`config.mk`:
```
export PLATFORM = sky130hd
export DESIGN_NAME = gzip_stored_block_framer
export DESIGN_NICKNAME = d
export VERILOG_FILES = /design/src/hdl/gzsb_pkg.sv /design/src/hdl/gzsb_planner.sv /design/src/hdl/gzsb_emitter.sv /design/src/hdl/gzip_stored_block_framer.sv
export VERILOG_INCLUDE_DIRS = /design/src /design/src/hdl
export SDC_FILE = /design/constraint.sdc
export NUM_CORES = 1
export LEC_CHECK = 0
export BUFFER_PORTS_ARGS = -buffer_cell sky130_fd_sc_hd__buf_2
export CORE_MARGIN = 2
export CORE_UTILIZATION = 50
export CTS_CLUSTER_SIZE = 40
export DETAILED_ROUTE_END_ITERATION = 12
export PLACE_DENSITY = 0.79
export SYNTH_ARGS = -nofsm -noshare
export SYNTH_HDL_FRONTEND = slang
export SYNTH_SLANG_ARGS = --single-unit
```
`constraint.sdc`:
```
create_clock -name clock -period 7.1 [get_ports clock]
set_input_delay 1.065 -clock clock [delete_from_list [all_inputs] [get_ports clock]]
set_output_delay 1.065 -clock clock [all_outputs]
set_load 0.005 [all_outputs]
```
`src/hdl/gzip_stored_block_framer_assert.svh`:
```
// assertion macros shared by the framer modules
// no dependencies; define ASSERT_OFF to drop every check
`ifndef GZIP_STORED_BLOCK_FRAMER_ASSERT_SVH
`define GZIP_STORED_BLOCK_FRAMER_ASSERT_SVH

`ifndef ASSERT_OFF
`define GZSB_ASSERT(label, clk, rst, prop) \
   label: assert property (@(posedge clk) disable iff (rst) prop) \
      else $error("gzsb assertion failed");
`define GZSB_NEVER(label, clk, rst, expr) \
   label: assert property (@(posedge clk) disable iff (rst) !(expr)) \
      else $error("gzsb forbidden condition");
`else
`define GZSB_ASSERT(label, clk, rst, prop)
`define GZSB_NEVER(label, clk, rst, expr)
`endif

`endif

```
`src/hdl/gzsb_pkg.sv`:
```
// shared types, constants and the crc byte step for the gzip stored-block framer
// no dependencies
package gzsb_pkg;

   localparam logic [15:0] BLOCK_LIMIT = 16'd65535;
   localparam logic [31:0] CRC_POLY    = 32'hEDB88320;
   localparam logic [31:0] CRC_INIT    = 32'hFFFFFFFF;
   localparam logic [31:0] LENGTH_RST  = 32'd1;

   // fixed header bytes
   localparam logic [7:0] GZ_ID1      = 8'h1F;
   localparam logic [7:0] GZ_ID2      = 8'h8B;
   localparam logic [7:0] GZ_CM       = 8'h08;
   localparam logic [7:0] GZ_ZERO     = 8'h00;
   localparam logic [7:0] GZ_OS       = 8'hFF;
   localparam logic [7:0] BFINAL_SET  = 8'h01;

   // places in the output sequence of one word
   localparam logic [4:0] POS_ID1       = 5'd0;
   localparam logic [4:0] POS_ID2       = 5'd1;
   localparam logic [4:0] POS_CM        = 5'd2;
   localparam logic [4:0] POS_ZERO_LO   = 5'd3;
   localparam logic [4:0] POS_ZERO_HI   = 5'd8;
   localparam logic [4:0] POS_OS        = 5'd9;
   localparam logic [4:0] POS_BFLAG     = 5'd10;
   localparam logic [4:0] POS_LEN0      = 5'd11;
   localparam logic [4:0] POS_LEN1      = 5'd12;
   localparam logic [4:0] POS_NLEN0     = 5'd13;
   localparam logic [4:0] POS_NLEN1     = 5'd14;
   localparam logic [4:0] POS_DATA      = 5'd15;
   localparam logic [4:0] POS_CRC0      = 5'd16;
   localparam logic [4:0] POS_CRC1      = 5'd17;
   localparam logic [4:0] POS_CRC2      = 5'd18;
   localparam logic [4:0] POS_CRC3      = 5'd19;
   localparam logic [4:0] POS_ISIZE0    = 5'd20;
   localparam logic [4:0] POS_ISIZE1    = 5'd21;
   localparam logic [4:0] POS_ISIZE2    = 5'd22;
   localparam logic [4:0] POS_ISIZE3    = 5'd23;

   // everything needed to emit the bytes caused by one payload word
   typedef struct packed {
      logic        hdr;
      logic        blk;
      logic        trl;
      logic        final_blk;
      logic [15:0] size;
      logic [7:0]  data;
      logic [31:0] crc;
      logic [31:0] isize;
   } job_type;

   function automatic logic [31:0] crc_byte(input logic [31:0] crc, input logic [7:0] b);
      logic [31:0] c;
      c = crc ^ {24'd0, b};
      for (int i = 0; i < 8; i++) begin
         c = c[0] ? ((c >> 1) ^ CRC_POLY) : (c >> 1);
      end
      return c;
   endfunction

endpackage

```
`src/hdl/gzsb_planner.sv`:
```
// stream state (crc, byte count, bytes left in the block) and the per-word job it plans
// depends on gzsb_pkg and gzip_stored_block_framer_assert.svh
`include "gzip_stored_block_framer_assert.svh"

module gzsb_planner (
   input  logic              clock,
   input  logic              reset,
   input  logic              csr_wr_en,
   input  logic [31:0]       csr_wr_data,
   input  logic              accept,
   input  logic [7:0]        data_byte,
   output gzsb_pkg::job_type job
);
   import gzsb_pkg::*;

   logic [31:0] payload_length_ff;
   logic [31:0] crc_ff, crc_in;
   logic [31:0] bytes_done_ff, bytes_done_in;
   logic [15:0] block_left_ff, block_left_in;
   logic        header_sent_ff, header_sent_in;

   logic [32:0] diff;
   logic        short_rem;
   logic        big_rem;
   logic        ends;
   logic        need_blk;
   logic [15:0] size;
   logic [31:0] crc_next;
   logic [31:0] done_next;

   always_comb begin
      // remaining = length - done, or one when the length is already used up
      diff      = {1'b0, payload_length_ff} - {1'b0, bytes_done_ff};
      short_rem = diff[32] || (diff[31:0] == 32'd0);
      big_rem   = !short_rem && (diff[31:16] != 16'd0);
      ends      = short_rem || (diff[31:0] == 32'd1);
      size      = short_rem ? 16'd1 : (big_rem ? BLOCK_LIMIT : diff[15:0]);
      need_blk  = (block_left_ff == 16'd0);
      crc_next  = crc_byte(crc_ff, data_byte);
      done_next = bytes_done_ff + 32'd1;

      job.hdr       = !header_sent_ff;
      job.blk       = need_blk;
      job.trl       = ends;
      job.final_blk = !big_rem;
      job.size      = size;
      job.data      = data_byte;
      job.crc       = ~crc_next;
      job.isize     = done_next;

      crc_in         = crc_ff;
      bytes_done_in  = bytes_done_ff;
      block_left_in  = block_left_ff;
      header_sent_in = header_sent_ff;
      if (accept) begin
         if (ends) begin
            crc_in         = CRC_INIT;
            bytes_done_in  = 32'd0;
            block_left_in  = 16'd0;
            header_sent_in = 1'b0;
         end else begin
            crc_in         = crc_next;
            bytes_done_in  = done_next;
            block_left_in  = need_blk ? (size - 16'd1) : (block_left_ff - 16'd1);
            header_sent_in = 1'b1;
         end
      end
   end

   always_ff @(posedge clock) begin
      if (reset) begin
         payload_length_ff <= LENGTH_RST;
         crc_ff            <= CRC_INIT;
         bytes_done_ff     <= 32'd0;
         block_left_ff     <= 16'd0;
         header_sent_ff    <= 1'b0;
      end else begin
         if (csr_wr_en) begin
            payload_length_ff <= csr_wr_data;
         end
         crc_ff         <= crc_in;
         bytes_done_ff  <= bytes_done_in;
         block_left_ff  <= block_left_in;
         header_sent_ff <= header_sent_in;
      end
   end

   `GZSB_ASSERT(a_end_clears, clock, reset,
                (accept && job.trl) |=> (bytes_done_ff == 32'd0 && !header_sent_ff))
   `GZSB_ASSERT(a_open_block_has_hdr, clock, reset,
                (block_left_ff != 16'd0) |-> header_sent_ff)
   `GZSB_NEVER(a_idle_state_moves, clock, reset,
               !$past(accept) && !$past(reset) && (bytes_done_ff != $past(bytes_done_ff)))

endmodule

```
`src/hdl/gzsb_emitter.sv`:
```
// job register, byte sequencer and output register
// depends on gzsb_pkg and gzip_stored_block_framer_assert.svh
`include "gzip_stored_block_framer_assert.svh"

module gzsb_emitter (
   input  logic              clock,
   input  logic              reset,
   input  logic              load,
   input  gzsb_pkg::job_type job,
   output logic              can_load,
   output logic              rsp_valid,
   input  logic              rsp_stall,
   output logic [7:0]        rsp_out_byte,
   output logic              rsp_run_last,
   output logic              rsp_stream_end
);
   import gzsb_pkg::*;

   job_type     job_ff;
   logic        job_valid_ff, job_valid_in;
   logic [4:0]  pos_ff, pos_in;
   logic        rsp_valid_ff, rsp_valid_in;
   logic [7:0]  rsp_byte_ff;
   logic        rsp_last_ff;
   logic        rsp_end_ff;

   logic        out_free;
   logic        advance;
   logic        job_last;
   logic [4:0]  pos_next;
   logic [4:0]  pos_start;
   logic [7:0]  cur_byte;

   always_comb begin
      out_free  = !rsp_valid_ff || !rsp_stall;
      advance   = job_valid_ff && out_free;
      job_last  = (pos_ff == POS_ISIZE3) || (pos_ff == POS_DATA && !job_ff.trl);
      can_load  = !job_valid_ff || (advance && job_last);

      pos_start = job.hdr ? POS_ID1 : (job.blk ? POS_BFLAG : POS_DATA);
      // skip the block header when none is due
      pos_next  = (pos_ff == POS_OS && !job_ff.blk) ? POS_DATA : (pos_ff + 5'd1);

      case (pos_ff) inside
         POS_ID1:                 cur_byte = GZ_ID1;
         POS_ID2:                 cur_byte = GZ_ID2;
         POS_CM:                  cur_byte = GZ_CM;
         [POS_ZERO_LO:POS_ZERO_HI]: cur_byte = GZ_ZERO;
         POS_OS:                  cur_byte = GZ_OS;
         POS_BFLAG:               cur_byte = job_ff.final_blk ? BFINAL_SET : GZ_ZERO;
         POS_LEN0:                cur_byte = job_ff.size[7:0];
         POS_LEN1:                cur_byte = job_ff.size[15:8];
         POS_NLEN0:               cur_byte = ~job_ff.size[7:0];
         POS_NLEN1:               cur_byte = ~job_ff.size[15:8];
         POS_DATA:                cur_byte = job_ff.data;
         POS_CRC0:                cur_byte = job_ff.crc[7:0];
         POS_CRC1:                cur_byte = job_ff.crc[15:8];
         POS_CRC2:                cur_byte = job_ff.crc[23:16];
         POS_CRC3:                cur_byte = job_ff.crc[31:24];
         POS_ISIZE0:              cur_byte = job_ff.isize[7:0];
         POS_ISIZE1:              cur_byte = job_ff.isize[15:8];
         POS_ISIZE2:              cur_byte = job_ff.isize[23:16];
         POS_ISIZE3:              cur_byte = job_ff.isize[31:24];
         default:                 cur_byte = GZ_ZERO;
      endcase

      job_valid_in = job_valid_ff;
      pos_in       = pos_ff;
      if (load) begin
         job_valid_in = 1'b1;
         pos_in       = pos_start;
      end else if (advance) begin
         if (job_last) begin
            job_valid_in = 1'b0;
         end else begin
            pos_in = pos_next;
         end
      end

      rsp_valid_in = advance ? 1'b1 : (out_free ? 1'b0 : rsp_valid_ff);
   end

   always_ff @(posedge clock) begin
      if (reset) begin
         job_valid_ff <= 1'b0;
         rsp_valid_ff <= 1'b0;
         pos_ff       <= POS_ID1;
      end else begin
         job_valid_ff <= job_valid_in;
         rsp_valid_ff <= rsp_valid_in;
         pos_ff       <= pos_in;
      end
   end

   always_ff @(posedge clock) begin
      if (load) begin
         job_ff <= job;
      end
      if (advance) begin
         rsp_byte_ff <= cur_byte;
         rsp_last_ff <= job_last;
         rsp_end_ff  <= job_last && (pos_ff == POS_ISIZE3);
      end
   end

   assign rsp_valid      = rsp_valid_ff;
   assign rsp_out_byte   = rsp_byte_ff;
   assign rsp_run_last   = rsp_last_ff;
   assign rsp_stream_end = rsp_end_ff;

   `GZSB_ASSERT(a_end_is_last, clock, reset,
                (rsp_valid_ff && rsp_end_ff) |-> rsp_last_ff)
   `GZSB_ASSERT(a_load_when_free, clock, reset,
                load |-> (!job_valid_ff || (advance && job_last)))
   `GZSB_NEVER(a_pos_range, clock, reset,
               job_valid_ff && (pos_ff > POS_ISIZE3))

endmodule

```
`src/hdl/gzip_stored_block_framer.sv`:
```
// top level of the gzip stored-block framer
// depends on gzsb_pkg, gzsb_planner and gzsb_emitter
//
//   channel  handshake              payload
//   req      req_valid / req_stall  req_data_byte
//   rsp      rsp_valid / rsp_stall  rsp_out_byte, rsp_run_last, rsp_stream_end
//   csr      csr_wr_en              csr_wr_data (payload length)
//
// one output word leaves per cycle unless rsp stalls; a payload word causes one data
// byte, plus 10 gzip header, 5 block header and 8 trailer bytes when those are due
// the job register takes a new word in the cycle its previous job emits its last byte
// reset is synchronous and clears the stream state; the length returns to 1
// a stall on rsp holds the output register and the job, and then stalls req
module gzip_stored_block_framer (
   input  logic        clock,
   input  logic        reset,
   input  logic        csr_wr_en,
   input  logic [31:0] csr_wr_data,
   input  logic        req_valid,
   output logic        req_stall,
   input  logic [7:0]  req_data_byte,
   output logic        rsp_valid,
   input  logic        rsp_stall,
   output logic [7:0]  rsp_out_byte,
   output logic        rsp_run_last,
   output logic        rsp_stream_end
);
   import gzsb_pkg::*;

   job_type job;
   logic    can_load;
   logic    accept;

   assign req_stall = !can_load;
   assign accept    = req_valid && can_load;

   gzsb_planner u_planner (
      .clock       (clock),
      .reset       (reset),
      .csr_wr_en   (csr_wr_en),
      .csr_wr_data (csr_wr_data),
      .accept      (accept),
      .data_byte   (req_data_byte),
      .job         (job)
   );

   gzsb_emitter u_emitter (
      .clock          (clock),
      .reset          (reset),
      .load           (accept),
      .job            (job),
      .can_load       (can_load),
      .rsp_valid      (rsp_valid),
      .rsp_stall      (rsp_stall),
      .rsp_out_byte   (rsp_out_byte),
      .rsp_run_last   (rsp_run_last),
      .rsp_stream_end (rsp_stream_end)
   );

endmodule

```
# Word level (Yosys, flattened, before mapping)
# Cells that the tools add are included.
# word_totals
ff_bits	221
inputBits	45
output_inout_bits	12
word_cells	137
# classes
n_addsub	5
order_cmp	2
eq_ne	19
mux	45
n_bitwise	12
reduce_logical	33
# ops
cell	count
$mux W32	10
$mux W8	18
$not A13 Y14	8
$mux W16	4
$eq A5 B5 Y1 const B	8
$eq A5 B4 Y1 const B	7
$sub A32 B32 Y33	1
$add A32 B1 Y32 const B	1
$eq A32 B1 Y1 const B	1
$logic_not A32 Y1	1
$not A32 Y32	1
$sub A16 B1 Y16 const B	2
$xor A32 B8 Y32	1
$mux W5	5
$logic_not A16 Y1	1
$not A8 Y8	2
$reduce_bool A16 Y1	1
$logic_and A1 B1 Y1	8
$logic_not A1 Y1	8
$mux W1	7
$reduce_bool A2 Y1	3
$add A5 B1 Y5 const B	1
$eq A5 B1 Y1 const B	1
$eq A5 B2 Y1 const B	1
10 further kinds	15

# Longest topological paths before layout
# logic_depth
depth_word	19
ltp_mapped	21
mapped_depth_nobuf	20

# Cells and area by module
# Synthesis repeated with hierarchy kept, for this count alone.
# unflattened
hier_cells	1576
hier_area_um2	13755.7
# modules_own_cells
mod	n_inst	cells_per_inst	area_per_inst_um2	seq_area_each_um2
gzsb_planner	1	1201	8772.2	2262.2
gzsb_emitter	1	373	4973.5	3173.0
gzip_stored_block_framer	1	2	10.0	0.0

# Worst setup path before layout
# No wires, ideal clock.
# synth_timing
path_kind	reg-to-reg
startpoint	register u_emitter.pos_ff[0]
endpoint	register u_planner.bytes_done_ff[28]
setup_ps	101
arrival_ps	4928
required_ps	6999
setup_slack_ps	2071
stages_incl_launch_ff	17
path_buffers	4
synth_period_minus_slack_ps	5029
path_cell_list	dfxtp_1 ha_1 clkbuf_1 and3_1 ha_1 clkbuf_1 inv_1 o21ai_0 nand2_1 nand2_1 nand2_1 clkbuf_1 clkinv_1 nor2_1 clkbuf_1 o21ai_0 o41ai_1
# synth_between
elab_chain_len	6
elab_cells_between_ends	7
cone_classes	eq/ne: 2; reduce/logical: 5
# synth_rtl
item	line_no	source
from (decl)	gzsb_emitter.sv:21	logic [4:0] pos_ff, pos_in;
from (signal assigned)	gzsb_emitter.sv:91	pos_ff <= pos_in;
$eq A5 B4 Y1	gzsb_emitter.sv:37	job_last = (pos_ff == POS_ISIZE3) || (pos_ff == POS_DATA && !job_ff.trl);
$logic_and A1 B1 Y1	gzsb_emitter.sv:37	
$logic_or A1 B1 Y1 (*)	gzsb_emitter.sv:37	
net u_emitter.job_last	gzsb_emitter.sv:29	logic job_last;
$logic_and A1 B1 Y1 (*)	gzsb_emitter.sv:38	can_load = !job_valid_ff || (advance && job_last);
$logic_or A1 B1 Y1 (*)	gzsb_emitter.sv:38	
$logic_and A1 B1 Y1 (*)	gzip_stored_block_framer.sv:35	assign accept = req_valid && can_load;
net accept	gzip_stored_block_framer.sv:32	logic accept;
to (signal assigned)	gzsb_planner.sv:82	bytes_done_ff <= bytes_done_in;
to (decl)	gzsb_planner.sv:18	logic [31:0] bytes_done_ff, bytes_done_in;
# The timed path passes the listed nets; every way through them passes the cells marked *.
# A chain may end at the register's enable or synchronous reset.

# Worst setup path after layout
# layout_timing
startpoint	register u_planner.bytes_done_ff[11]
endpoint	register u_planner.block_left_ff[10]
# layout_between
elab_chain_len	10
elab_cells_between_ends	13
cone_classes	add/sub: 2; eq/ne: 1; mux: 4; reduce/logical: 6
# layout_rtl
item	line_no	source
$sub A32 B32 Y33 (*)	gzsb_planner.sv:33	diff = {1'b0, payload_length_ff} - {1'b0, bytes_done_ff};
$logic_not A32 Y1	gzsb_planner.sv:34	short_rem = diff[32] || (diff[31:0] == 32'd0);
$logic_or A1 B1 Y1	gzsb_planner.sv:34	
$logic_not A1 Y1	gzsb_planner.sv:35	big_rem = !short_rem && (diff[31:16] != 16'd0);
$logic_and A1 B1 Y1	gzsb_planner.sv:35	
$mux W16 (2 in series)	gzsb_planner.sv:37	size = short_rem ? 16'd1 : (big_rem ? BLOCK_LIMIT : diff[15:0]);
$sub A16 B1 Y16	gzsb_planner.sv:64	block_left_in = need_blk ? (size - 16'd1) : (block_left_ff - 16'd1);
$mux W16	gzsb_planner.sv:64	
$mux W16 (*)	gzsb_planner.sv:56	if (ends) begin
to (signal assigned)	gzsb_planner.sv:83	block_left_ff <= block_left_in;
to (decl)	gzsb_planner.sv:19	logic [15:0] block_left_ff, block_left_in;
# Mark *: on every way between the ends. The rest lies on a longest branch, timed or not.

==> impl_metrics.tcl <==
set metrics [dict create \
    minimum_clock_period_ns 5.48 \
    grt_max_degree 77 \
    hold_buffers 0 \
    synthXorXnorAreaFrac_pct 8.69 \
    cp.arrival_ns 5.96 \
    fmaxAchievable_mhz 183 \
    main_combinational_cell_family_by_area_after_synthesis "simple AND/OR/NAND/NOR gates" \
    insertion_delay_ns 0.54 \
    worst_hold_path_type "register to register" \
    tritoncts.num_buffers 25 \
    mappedNetlistArea_um2 12400 \
    filler_cell_count 2159 \
    net-switching-power_w 0.00185 \
    dp.final_hpwl_um 23700 \
    worstPathRequired_ns 7.58 \
    antenna_found_initial 0 \
    yosys_warnings 0 \
    synth_seq_area_share_pct 43.8 \
    maxSlewViolCount 0 \
    synth_seq_cells 221 \
    grt.total_usage_pct 24.5 \
    die_y_um 161 \
    post_cts.resized_instances 0 \
    dieArea_um2 26100 \
    dp_slack_ns 1.72 \
    rsz0062_at_grt "false" \
    first_global_vias 9598 \
    worst_pin_slew_ns 1.05 \
    max_cap_viol_count 0 \
    worstSetupStartpointType "register" \
    synth_compound_area_share_pct 17.5 \
    cell_count_along_the_critical_path 19 \
    power_frac_clock_pct 28.5 \
    cp-end-kind "register" \
    p_leak_nw 5.14 \
    cts_sinks 221 \
    final_antenna_net_count 0 \
    synthMuxAreaShare_pct 2.92 \
    power_w 0.00496 \
    start_util_pct 51.0 \
    layout-drive-gt1-share_pct 9.55 \
    combinationalPowerShare_pct 37.7 \
    post-route-util_pct 56.5 \
    placeableCoreArea_um2 24300 \
    cell_internal_pwr_w 0.00311 \
    synth-adder-area-share_pct 4.20 \
    worst_path_clk_slew_ns 0.07 \
    power_density_nw_per_um2 361 \
    initialDrtViolationCount 879 \
    synthesis.area_per_instance_um2 9.06 \
    nNetsFinal 1470 \
    setup-tns-final_ns 0 \
    share_seq_of_total_power_pct 33.8 \
    timing.critical_path.buf_inv 1 \
    power.share.switching_pct 37.2 \
    rr_worst_depth 19 \
    ir_drop_uv 226 \
    place_congestion 1.00 \
    worst_hold_slack_ns 0.466 \
    syn-num-nets 1454 \
    synth_edf_count 101 \
    synthFlopType "dfxtp_1" \
    routed-via-count 10300 \
    critical-path-top-delay-family "simple AND/OR/NAND/NOR gates" \
    setup_violations 0 \
    antenna-diode-count 0 \
    avgRoutedWirePerCell_um 18.7 \
    level_count_of_the_clock_h_tree 1 \
    outcome "complete, no violations" \
    dr_drc_count 0 \
    grt_pass1_wl_um 51200 \
    post-route-worst-setup-slack_ns 1.62 \
    hold_violations 0 \
    slowest_stage "ha_1" \
    chipWidth_um 161 \
    wirelength_um 32300 \
    overflow 0 \
    root_buffer "clkbuf_16" \
    async_set_or_reset_register_ratio_after_synthesis_pct 0 \
    ctsLongestPathBuffers 3 \
    worstPathMaxFanout 13 \
    detailed_router_iteration_count_before_antenna_repair 8 \
    floorplan.rows 57 \
    crit_path_cell_trace "inv_1 > ha_1 > nand4_2 > or2_1 > nor3b_1 > nor4_4 > nand2_2 > xor2_1 > or4_4 > nor4b_4 > and2_1 > a21oi_1 > nor2_1 > ha_1 > nand2b_1 > nor4_4 > and4b_1 > or4b_1 > nand3_1" \
    slew_headroom_pct 30.0 \
    timing.final.crit_share_pct 77.1 \
    viasPerCell 5.97 \
    post_synth_and_or_nand_nor_area_fraction_pct 18.8 \
    postSynthCellCount 1368 \
    crit_type "register to register" \
    areaGrowthSynthToFinish_pct 10.7 \
    port_buffers 56 \
    critical-path-max-stage-delay_ns 0.58 \
    ioPinCount 57 \
    tritoncts "yes" \
    worstHoldPathCells 2 \
    post-cts-setup-buffer-count 0 \
    clk_skew_ns 0.0158 \
    yosys.cell_types.count 79 \
]
synth_stat cells, types with 20 or more instances:
library cell	count	share of area (%)
xnor2_1	88	6.2
a21oi_1	115	4.6
edfxtp_1	101	24
nand3_1	43	1.7
clkbuf_1	55	1.7
nand2_1	128	3.9
a211oi_1	23	1.4
nor2_1	157	4.8
inv_1	50	1.5
mux2i_1	35	2.8
nor3_1	20	0.81
dfxtp_1	120	19
ha_1	40	4.0
o21ai_0	91	3.7
xor2_1	35	2.5
power by group through the flow:
stage	clock, W	combinational [W]	sequential (W)
after CTS	0.00143	0.00183	0.00167
after global routing	0.00148	0.00206	0.00170
after floorplan	0	0.00142	0.00166
after global placement	0	0.00181	0.00169
final	0.00141	0.00187	0.00168
after detailed placement	0	0.00182	0.00170
flip-flops by register name (all words and copies together), names as in the netlist, 5 cells and up:
signal and cells:
u_emitter.pos_ff 5, u_emitter.job_ff 91, u_planner.block_left_ff 16, u_planner.crc_ff 32, u_emitter.rsp_out_byte 8, u_planner.bytes_done_ff 32, u_planner.payload_length_ff 32
worst paths after layout:
check                                    from                          end  slack (ns)
setup / recovery  u_planner.bytes_done_ff[11]  u_planner.block_left_ff[10]        1.62
hold / removal       u_planner.header_sent_ff     u_planner.header_sent_ff        0.47
setup reg to reg  u_planner.bytes_done_ff[11]  u_planner.block_left_ff[10]        1.62
hold reg to reg      u_planner.header_sent_ff     u_planner.header_sent_ff        0.47
routing by layer:
metal  vias to the layer above  GRT usage [%]  part of all wire (%)
met5                         -              0                     0
met1                      4836           33.8                    44
met3                        78           4.24                   7.4
met4                         0           8.52                   3.5
li1                       4956              -                     -
met2                       443           39.2                    45
cell families after synthesis:
logic type	Yosys count
flops	221
xor+xnor	123
compound gates	350
mux	36
simple gates	475
buf+inv	122
fa+ha+maj	41
worst reg2reg max path, delay by kind of cell (launching register included):
family | cells | cell delay (ns)
AND/OR/NAND/NOR | 14 | 3.98
buffers and inverters | 1 | 0.09
adder cells (fa/ha/maj) | 2 | 0.77
AO/OA/AOI/OAI | 1 | 0.12
XOR/XNOR | 1 | 0.10
flip-flops | 1 | 0.36
stage by stage:
step / std cells / area, µm²
finish: 1727 / 13700
global route: 1727 / 13700
CTS: 1727 / 13700
detailed placement: 1681 / 12800
floorplan: 1368 / 12400
global placement: 1681 / 12800
layout make-up:
cell class	instances	area, µm²	share of cell area (%)
Sequential cell	221	5440	39.6
Timing Repair Buffer	60	310	2.26
Clock inverter	13	190	1.39
Multi-Input combinational cell	1025	6470	47.1
Tap cell	324	405	2.95
Inverter	51	193	1.40
Clock buffer	33	727	5.29
cell usage in the layout (no fill, tap or decap), types with 15 or more instances in the layout:
| master | netlist | final |
|---|---|---|
| nor2_1 | 157 | 156 |
| ha_1 | 40 | 40 |
| inv_1 | 50 | 50 |
| mux2i_1 | 35 | 35 |
| nand4_1 | 18 | 18 |
| xor2_1 | 35 | 35 |
| o21ai_0 | 91 | 91 |
| xnor2_1 | 88 | 88 |
| nand2_1 | 128 | 127 |
| buf_2 | 5 | 56 |
| a21oi_1 | 115 | 115 |
| and3_1 | 17 | 17 |
| o211ai_1 | 15 | 15 |
| clkbuf_16 | 0 | 26 |
| dfxtp_1 | 120 | 120 |
| nand3_1 | 43 | 43 |
| edfxtp_1 | 101 | 101 |
| a211oi_1 | 23 | 23 |
| nor3_1 | 20 | 20 |
Power figures use the tool's default switching activity.
